## src/hw/rtl/egpec_pkg.sv

```systemverilog
// Shared types and constants for the electronic gear position error counter.
// Used by the controller, the datapath, the top level and the checker.
package egpec_pkg;

	localparam int POS_W   = 16;
	localparam int LIMIT_W = 16;
	localparam int DEN_W   = 20;
	localparam int REM_W   = DEN_W + 1;
	localparam int DELTA_W = 19;
	localparam int STEP_W  = 17;
	localparam int ERR_W   = 32;
	localparam int ACC_W   = ERR_W + 2;

	localparam int S_TDATA_W = 2 * POS_W;
	localparam int M_TDATA_W = 56;
	localparam int CFG_ADDR_W = 1;

	localparam logic [CFG_ADDR_W-1:0] CFG_WRAP_LIMIT = 1'd0;
	localparam logic [CFG_ADDR_W-1:0] CFG_GEAR_DEN   = 1'd1;

	localparam logic [LIMIT_W-1:0] WRAP_LIMIT_RST = 16'd32768;
	localparam logic [DEN_W-1:0]   GEAR_DEN_RST   = 20'd65536;

	localparam logic signed [STEP_W-1:0] STEP_MAX = 17'sd65535;
	localparam logic signed [STEP_W-1:0] STEP_MIN = -17'sd65536;

	localparam logic signed [ACC_W-1:0] ACC_MAX = 34'sd2147483647;
	localparam logic signed [ACC_W-1:0] ACC_MIN = -34'sd2147483648;

	typedef struct packed {
		logic accept;
		logic mul;
		logic load_div;
		logic step;
		logic quo;
		logic acc;
	} egpec_cmd_t;

	typedef struct packed {
		logic out_free;
	} egpec_sts_t;

endpackage

```

## src/hw/rtl/egpec_ctrl.sv

```systemverilog
// Sequencer for one tick: delta, multiply, serial divide, accumulate.
// Depends on egpec_pkg for the command and status structs.
module egpec_ctrl
	import egpec_pkg::*;
#(
	parameter int DIV_STEPS = 36
) (
	input  logic       clk,
	input  logic       arst_n,
	input  logic       s_tvalid,
	output logic       s_tready,
	input  egpec_sts_t sts,
	output egpec_cmd_t cmd
);

	localparam int CNT_W = $clog2(DIV_STEPS);

	localparam logic [2:0] ST_IDLE = 3'd0;
	localparam logic [2:0] ST_MUL  = 3'd1;
	localparam logic [2:0] ST_SUM  = 3'd2;
	localparam logic [2:0] ST_DIV  = 3'd3;
	localparam logic [2:0] ST_QUO  = 3'd4;
	localparam logic [2:0] ST_ACC  = 3'd5;

	logic [2:0]       state_q, state_d;
	logic [CNT_W-1:0] cnt_q;
	logic             last_step;

	assign last_step = (cnt_q == CNT_W'(DIV_STEPS - 1));
	assign s_tready  = (state_q == ST_IDLE);

	always_comb begin
		state_d = state_q;
		cmd = '0;
		unique case (state_q)
			ST_IDLE: begin
				if (s_tvalid) begin
					cmd.accept = 1'b1;
					state_d = ST_MUL;
				end
			end
			ST_MUL: begin
				cmd.mul = 1'b1;
				state_d = ST_SUM;
			end
			ST_SUM: begin
				cmd.load_div = 1'b1;
				state_d = ST_DIV;
			end
			ST_DIV: begin
				cmd.step = 1'b1;
				if (last_step) begin
					state_d = ST_QUO;
				end
			end
			ST_QUO: begin
				cmd.quo = 1'b1;
				state_d = ST_ACC;
			end
			ST_ACC: begin
				// Hold here until the output register can take the result.
				if (sts.out_free) begin
					cmd.acc = 1'b1;
					state_d = ST_IDLE;
				end
			end
			default: begin
				state_d = ST_IDLE;
			end
		endcase
	end

	always_ff @(posedge clk or negedge arst_n) begin
		if (!arst_n) begin
			state_q <= ST_IDLE;
			cnt_q <= '0;
		end else begin
			state_q <= state_d;
			if (cmd.load_div) begin
				cnt_q <= '0;
			end else if (cmd.step) begin
				cnt_q <= cnt_q + 1'b1;
			end
		end
	end

endmodule

```

## src/hw/rtl/egpec_dp.sv

```systemverilog
// Datapath: zero-pass unwrap, gear multiply, restoring divider, saturating error sum,
// configuration registers and the output register. Depends on egpec_pkg.
module egpec_dp
	import egpec_pkg::*;
#(
	parameter int COUNTS_PER_TURN = 65536
) (
	input  logic                    clk,
	input  logic                    arst_n,
	input  egpec_cmd_t              cmd,
	output egpec_sts_t              sts,
	input  logic [S_TDATA_W-1:0]    s_tdata,
	output logic                    m_tvalid,
	input  logic                    m_tready,
	output logic [M_TDATA_W-1:0]    m_tdata,
	input  logic                    cfg_we,
	input  logic [CFG_ADDR_W-1:0]   cfg_addr,
	input  logic [DEN_W-1:0]        cfg_wdata
);

	localparam int CPT_W = $clog2(COUNTS_PER_TURN + 1);
	localparam int SUM_W = DELTA_W + CPT_W + 1;
	localparam int MAG_W = SUM_W - 1;
	localparam logic signed [CPT_W:0]     CPT_S = (CPT_W + 1)'(COUNTS_PER_TURN);
	localparam logic signed [DELTA_W-1:0] CPT_D = DELTA_W'(COUNTS_PER_TURN);

	// Configuration.
	logic [LIMIT_W-1:0] wrap_limit_q;
	logic [DEN_W-1:0]   gear_den_q;

	// Tick state.
	logic [POS_W-1:0]         last_cmd_q, last_fb_q;
	logic signed [REM_W-1:0]  gear_rem_q;
	logic signed [ERR_W-1:0]  err_acc_q;

	// Work registers.
	logic signed [DELTA_W-1:0] cd_q, fd_q;
	logic signed [SUM_W-1:0]   prod_q;
	logic [DEN_W-1:0]          den_q;
	logic                      neg_q;
	logic [MAG_W-1:0]          mag_q;
	logic [REM_W-1:0]          r_q;
	logic signed [STEP_W-1:0]  step_q;

	// Output register.
	logic                      out_valid_q;
	logic signed [ERR_W-1:0]   out_err_q;
	logic signed [STEP_W-1:0]  out_step_q;
	logic                      out_sat_q;

	logic [POS_W-1:0]          in_cmd, in_fb;
	logic signed [DELTA_W-1:0] cd_d, fd_d;
	logic signed [SUM_W-1:0]   sum_d, sum_neg;
	logic [REM_W-1:0]          r_trial;
	logic                      r_ge;
	logic signed [STEP_W-1:0]  q_pos, q_neg;
	logic signed [ACC_W-1:0]   acc_sum;
	logic signed [ERR_W-1:0]   acc_d;
	logic                      sat_d;

	assign in_cmd = s_tdata[POS_W-1:0];
	assign in_fb  = s_tdata[2*POS_W-1:POS_W];

	function automatic logic signed [DELTA_W-1:0] unwrap(
		input logic [POS_W-1:0]   now_pos,
		input logic [POS_W-1:0]   prev_pos,
		input logic [LIMIT_W-1:0] lim
	);
		logic signed [DELTA_W-1:0] d;
		logic signed [DELTA_W-1:0] l;
		d = signed'(DELTA_W'(now_pos)) - signed'(DELTA_W'(prev_pos));
		l = signed'(DELTA_W'(lim));
		// The lower test sees the result of the upper correction.
		if (d > l) begin
			d = d - CPT_D;
		end
		if (d < -l) begin
			d = d + CPT_D;
		end
		return d;
	endfunction

	assign cd_d = unwrap(in_cmd, last_cmd_q, wrap_limit_q);
	assign fd_d = unwrap(in_fb, last_fb_q, wrap_limit_q);

	assign sum_d   = SUM_W'(gear_rem_q) + prod_q;
	assign sum_neg = -sum_d;

	assign r_trial = {r_q[REM_W-2:0], mag_q[MAG_W-1]};
	assign r_ge    = (r_trial >= {1'b0, den_q});

	// Quotient magnitude to signed step, saturated to the 17-bit range.
	assign q_pos = (mag_q > MAG_W'(STEP_MAX)) ? STEP_MAX : signed'({1'b0, mag_q[STEP_W-2:0]});
	assign q_neg = (mag_q > MAG_W'(65536)) ? STEP_MIN : -signed'(mag_q[STEP_W-1:0]);

	assign acc_sum = ACC_W'(err_acc_q) + ACC_W'(step_q) - ACC_W'(fd_q);

	always_comb begin
		priority if (acc_sum > ACC_MAX) begin
			acc_d = ERR_W'(ACC_MAX);
			sat_d = 1'b1;
		end else if (acc_sum < ACC_MIN) begin
			acc_d = ERR_W'(ACC_MIN);
			sat_d = 1'b1;
		end else begin
			acc_d = acc_sum[ERR_W-1:0];
			sat_d = 1'b0;
		end
	end

	assign sts.out_free = !out_valid_q || m_tready;

	always_ff @(posedge clk or negedge arst_n) begin
		if (!arst_n) begin
			wrap_limit_q <= WRAP_LIMIT_RST;
			gear_den_q <= GEAR_DEN_RST;
			last_cmd_q <= '0;
			last_fb_q <= '0;
			gear_rem_q <= '0;
			err_acc_q <= '0;
			out_valid_q <= 1'b0;
		end else begin
			if (cfg_we) begin
				unique case (cfg_addr)
					CFG_WRAP_LIMIT: wrap_limit_q <= cfg_wdata[LIMIT_W-1:0];
					CFG_GEAR_DEN:   gear_den_q <= cfg_wdata;
					default:        gear_den_q <= gear_den_q;
				endcase
			end
			if (cmd.accept) begin
				last_cmd_q <= in_cmd;
				last_fb_q <= in_fb;
			end
			if (cmd.quo) begin
				gear_rem_q <= neg_q ? -signed'(r_q) : signed'(r_q);
			end
			if (cmd.acc) begin
				err_acc_q <= acc_d;
				out_valid_q <= 1'b1;
			end else if (m_tready) begin
				out_valid_q <= 1'b0;
			end
		end
	end

	always_ff @(posedge clk) begin
		if (cmd.accept) begin
			cd_q <= cd_d;
			fd_q <= fd_d;
			// A zero divisor acts as one.
			den_q <= (gear_den_q == '0) ? DEN_W'(1) : gear_den_q;
		end
		if (cmd.mul) begin
			prod_q <= cd_q * CPT_S;
		end
		if (cmd.load_div) begin
			neg_q <= sum_d[SUM_W-1];
			mag_q <= sum_d[SUM_W-1] ? sum_neg[MAG_W-1:0] : sum_d[MAG_W-1:0];
			r_q <= '0;
		end else if (cmd.step) begin
			r_q <= r_ge ? (r_trial - {1'b0, den_q}) : r_trial;
			mag_q <= {mag_q[MAG_W-2:0], r_ge};
		end
		if (cmd.quo) begin
			step_q <= neg_q ? q_neg : q_pos;
		end
		if (cmd.acc) begin
			out_err_q <= acc_d;
			out_step_q <= step_q;
			out_sat_q <= sat_d;
		end
	end

	assign m_tvalid = out_valid_q;
	assign m_tdata = {6'd0, out_sat_q, out_step_q, out_err_q};

endmodule

```

## src/hw/rtl/electronic_gear_position_error_counter.sv

```systemverilog
// Top level of the electronic gear position error counter.
// Joins egpec_ctrl and egpec_dp; types and constants come from egpec_pkg.
//
// Channel   Dir  Width  Contents
// s_*       in   32     command_position, feedback_position (one request per tick)
// m_*       out  56     position_error, geared_step, error_saturated
// cfg_*     in   1+20   register index and write data, no read-back
//
// A tick runs through the accept, multiply, sum, divide, quotient and accumulate states.
// The restoring divider in it works one quotient bit per cycle.
// A finished result sits in the output register; a new request is taken while it waits.
// If the previous result is still not taken when the next one is ready, the tick stalls.
// Reset sets both registers to their defaults and clears positions, remainder and error.
module electronic_gear_position_error_counter
	import egpec_pkg::*;
#(
	parameter int COUNTS_PER_TURN = 65536
) (
	input  logic                  clk,
	input  logic                  arst_n,
	input  logic                  s_tvalid,
	output logic                  s_tready,
	input  logic [S_TDATA_W-1:0]  s_tdata,   // [15:0] command_position, [31:16] feedback_position
	output logic                  m_tvalid,
	input  logic                  m_tready,
	output logic [M_TDATA_W-1:0]  m_tdata,   // [31:0] position_error, [48:32] geared_step,
	                                         // [49] error_saturated, [55:50] zero
	input  logic                  cfg_we,
	input  logic [CFG_ADDR_W-1:0] cfg_addr,
	input  logic [DEN_W-1:0]      cfg_wdata
);

	localparam int CPT_W = $clog2(COUNTS_PER_TURN + 1);
	localparam int MAG_W = DELTA_W + CPT_W;

	egpec_cmd_t cmd;
	egpec_sts_t sts;

	egpec_ctrl #(
		.DIV_STEPS(MAG_W)
	) u_ctrl (
		.clk      (clk),
		.arst_n   (arst_n),
		.s_tvalid (s_tvalid),
		.s_tready (s_tready),
		.sts      (sts),
		.cmd      (cmd)
	);

	egpec_dp #(
		.COUNTS_PER_TURN(COUNTS_PER_TURN)
	) u_dp (
		.clk       (clk),
		.arst_n    (arst_n),
		.cmd       (cmd),
		.sts       (sts),
		.s_tdata   (s_tdata),
		.m_tvalid  (m_tvalid),
		.m_tready  (m_tready),
		.m_tdata   (m_tdata),
		.cfg_we    (cfg_we),
		.cfg_addr  (cfg_addr),
		.cfg_wdata (cfg_wdata)
	);

endmodule

```

## config.mk

```make
export PLATFORM = sky130hd
export DESIGN_NAME = electronic_gear_position_error_counter
export DESIGN_NICKNAME = d
export VERILOG_FILES = /design/src/hw/rtl/egpec_pkg.sv /design/src/hw/rtl/egpec_ctrl.sv /design/src/hw/rtl/egpec_dp.sv /design/src/hw/rtl/electronic_gear_position_error_counter.sv
export SDC_FILE = /design/constraint.sdc
export NUM_CORES = 1
export LEC_CHECK = 0
export BUFFER_PORTS_ARGS = -buffer_cell sky130_fd_sc_hd__buf_2
export CAP_MARGIN = 30
export CORE_MARGIN = 3
export CORE_UTILIZATION = 55
export CTS_BUF_LIST = sky130_fd_sc_hd__clkbuf_8
export CTS_CLUSTER_DIAMETER = 150
export DETAILED_ROUTE_END_ITERATION = 6
export PLACE_DENSITY = 0.82
export RECOVER_POWER = 50
export SLEW_MARGIN = 5
export SYNTH_ARGS = -nofsm -noshare
export SYNTH_HDL_FRONTEND = slang
export SYNTH_HIERARCHICAL = 1
export SYNTH_SLANG_ARGS = --single-unit
export TNS_END_PERCENT = 1
```

## constraint.sdc

```tcl
create_clock -name clk -period 6.9 [get_ports clk]
set_clock_uncertainty 0.1 [all_clocks]
set_input_delay 0.345 -clock clk [delete_from_list [all_inputs] [get_ports clk]]
set_output_delay 0.345 -clock clk [all_outputs]
set_load 0.005 [all_outputs]
```

==> flow_summary.ini <==
[cts]
cts_tree = done
cts.clk_slew.worst_paths_ns = 0.06
ctsHtreeMaxLevel = 2
count_of_clock_tree_sinks = 330
post_cts_buffers = 0
clk_latency_ns = 0.65
clock_tree.root_cell = clkbuf_8
clockBufferDepth = 3
cts_buffers = 56

[detailed_routing]
route.detailed.drc = 0
detailedRoute.firstPassIterationCount = 6
avgRoutedWirePerCell_microns = 17.8
drtIter0Drc = 1330
route.antenna.remaining_nets = 0
post_drt_via_cell_ratio = 5.86
vias = 17323
drt-total-wl_mm = 52.6

[layout]
design_area_sq_um = 24300
layout-area-overhead-vs-synth_pct = 11.6
post_route_cells_drive_above_1_share_pct = 9.43
nets = 2667
antenna-diode-count = 0
finalNonFillerCells = 2958
fraction_of_the_core_area_covered_by_cells_at_the_end_of_the_flow_pct = 62.5

[synthesis]
post_synth_design_cell_area_sq_um = 21700
synth-seq-cells = 330
postSynth.topFlopCell = edfxtp_1
synth_enable_flop_cells = 178
synthesis.yosys.warnings = 6
synth-seq-area-share_pct = 41.6
synthTopCellsByArea = edfxtp_1, dfrtp_1, ha_1
synth_cells = 2245
synth_cell_types = 83
synth_async_sr_flop_share_pct = 39.7
post_synth.cell_area_avg_sq_um = 9.69
synth_largest_area_cell = edfxtp_1
synth_top_area_share_pct = 24.6

[timing]
timing.final.crit_period_ns = 6.52
layout_worst_path_cycle_share_pct = 94.4
timing.hold.ws_ns = 0.321
setup_viol_count_final = 0
postLayoutSetupSlackWorst_ns = 0.383
timing.slew.headroom_pct = -193
setup_tns_ns = 0
finalHoldViolations = 0
timing_worst_slew_pin_value_ns = 4.40
fmaxAchievable_ghz = 0.153
drv_slew = 378
unrepaired_setup_endpoints_after_global_routing = false

[power]
power-per-cell-area_nw_per_um2 = 294
cellLeakagePower_nw = 10.7
total_power_mw = 7.14
power.ir.vdd_worst_mv = 0.175

[global_route]
grt.overflow.total = 0
grt_antenna_before_repair = 0
vias_in_the_first_global_route = 16856
grt_use_total_pct = 25.0
grt_start_max_net_pins = 91
first_pass_grt_wire_length_mm = 85.0

[run_status]
run_status = finished, violations left
violations_in_the_final_reports = max-capacitance violations, max-slew violations

[hold_path]
worst_hold_path.num_cells = 0
worst_hold_path_type = reg2reg

[place]
detailed_place_hpwl_mm = 38.5
gp_congestion = 0.923
detailedPlace.worstSlack_ns = 0.371
dp_cells = 2797
placed_area_sq_um = 22700
numPortBuffers = 109

[worst_setup_path]
critPathKind = reg2reg
r2r.worst_path.cells = 24
cp_data_arrival_time_ns = 6.80
critPathLaunchType = flip-flop
worstSetupEndpointType = flip-flop
cp_data_required_time_ns = 7.18
crit_path_max_fanout = 3

[floorplanning]
die_y_extent_microns = 205
die_x_microns = 205
pin_count = 116
coreArea_sq_um = 38800
num_rows = 72
die_area_sq_um = 42000
initial_utilization_pct = 56.0

[job]
drv_cap = 7
[cells by family after synthesis]
logic type / Yosys count / share of synthesized area, %
AO/OA/AOI/OAI: 589 / 17.5
XOR/XNOR: 140 / 5.64
adder cells (fa/ha/maj): 217 / 13.7
buffers and inverters: 343 / 6.26
flip-flops: 330 / 41.6
multiplexers: 48 / 2.39
other: 1 / 0.0172
AND/OR/NAND/NOR: 577 / 12.8
[final timing paths]
path | start | endpoint | slack (ns)
setup / recovery | u_dp/last_cmd_q[1] | u_dp/cd_q[17] | 0.38
hold / removal | u_dp/cd_q[7] | u_dp/prod_q[23] | 0.32
setup reg to reg | u_dp/last_cmd_q[1] | u_dp/cd_q[17] | 0.38
hold reg to reg | u_dp/cd_q[7] | u_dp/prod_q[23] | 0.32
max in group asynchronous | arst_n | u_dp/err_acc_q[2] | 1.83
min in group asynchronous | arst_n | u_dp/wrap_limit_q[4] | 1.70
[what timing repair did]
| action | CTS | global route |
|---|---|---|
| gates resized for setup | 0 | 2 |
| hold endpoints to repair | 148 | 0 |
| hold buffers | 55 | 0 |
| setup endpoints to repair | 0 | 1 |
[area by class of cell]
class | count | area [sq um]
Fill cell | 3074 | 14600
Multi-Input combinational cell | 1577 | 11400
Sequential cell | 330 | 9050
Timing Repair Buffer | 185 | 1210
Inverter | 242 | 908
Clock buffer | 64 | 881
Tap cell | 518 | 648
Clock inverter | 42 | 185
[sequential cells by signal (all words and copies together), names as in the netlist, 18 cells and up]
signal           flops
u_dp/gear_den_q     20
u_dp/err_acc_q      32
u_dp/gear_rem_q     21
u_dp/prod_q         18
u_dp/mag_q          36
u_dp/out_err_q      32
u_dp/r_q            21
u_dp/cd_q           18
u_dp/fd_q           18
u_dp/den_q          20
[layer usage]
| layer | global-route usage [%] | up-vias | wire (microns) |
|---|---|---|---|
| met3 | 3.46 | 95 | 3260 |
| met2 | 41.6 | 587 | 24800 |
| met4 | 7.99 | 0 | 1350 |
| li1 | - | 8341 | - |
| met5 | 0 | - | 0 |
| met1 | 33.9 | 8300 | 23200 |
[layout by cell type, fill, tap and decap left out, drive strengths merged, types with 17 or more instances in the layout]
cell / instances
dfxtp: 21
nor3: 38
nand4: 25
o21a: 26
ha: 181
nor2: 157
nor4: 24
nor2b: 22
xnor2: 74
inv: 266
mux2i: 17
or3: 23
a211oi: 41
a21o: 39
o21ai: 154
edfxtp: 178
a21oi: 148
xor2: 66
fa: 36
clkbuf: 103
o311ai: 45
mux2: 31
dlygate4sd3: 55
nand2b: 22
nand3: 32
buf: 91
nand2: 171
dfrtp: 129
[synthesized netlist by cell type (5+ instances only)]
| cell type | n |
|---|---|
| inv_1 | 242 |
| ha_1 | 181 |
| edfxtp_1 | 178 |
| nand2_1 | 171 |
| nor2_1 | 157 |
| o21ai_0 | 150 |
| a21oi_1 | 148 |
| dfrtp_1 | 129 |
| clkbuf_1 | 85 |
| xnor2_1 | 74 |
| xor2_1 | 66 |
| o311ai_0 | 44 |
| a211oi_1 | 41 |
| a21o_1 | 39 |
| nor3_1 | 38 |
| fa_1 | 36 |
| nand3_1 | 32 |
| mux2_2 | 31 |
| o21a_1 | 26 |
| nand4_1 | 25 |
| nor4_1 | 23 |
| nor2b_1 | 22 |
| dfxtp_1 | 21 |
| nand2b_1 | 21 |
| or3_1 | 21 |
| mux2i_1 | 17 |
| a31oi_1 | 16 |
| o21bai_1 | 15 |
| o31ai_1 | 15 |
| o211ai_1 | 14 |
| or2_2 | 12 |
| and3_1 | 11 |
| and2_1 | 10 |
| a211o_1 | 8 |
| a21boi_0 | 8 |
| nor3b_1 | 8 |
| o41ai_1 | 8 |
| a311oi_1 | 7 |
| buf_4 | 7 |
| o2111ai_1 | 5 |
| or4_1 | 5 |
[power breakdown]
part	switching, mW	internal [mW]
sequential	0.318	2.50
combinational	1.52	1.14
clock	0.815	0.847
[worst max-delay path: stages, from the launching register on]
cell	delay (ns)
dfrtp_1	0.37
inv_1	0.12
ha_1	0.24
nor2b_1	0.12
o21ai_0	0.31
a21boi_0	0.21
o21ai_0	0.38
a211oi_1	0.21
o31ai_2	0.44
o211ai_1	0.16
a21oi_1	0.19
xnor2_1	0.25
ha_1	0.35
a21oi_1	0.24
nor3b_1	0.23
a211oi_1	0.13
o311a_1	0.15
ha_1	0.32
ha_1	0.34
a21o_1	0.14
a31oi_1	0.11
o21a_1	0.13
a41oi_1	0.26
mux2i_1	0.36
mux2_2	0.39
(Power assumes the default switching activity.)
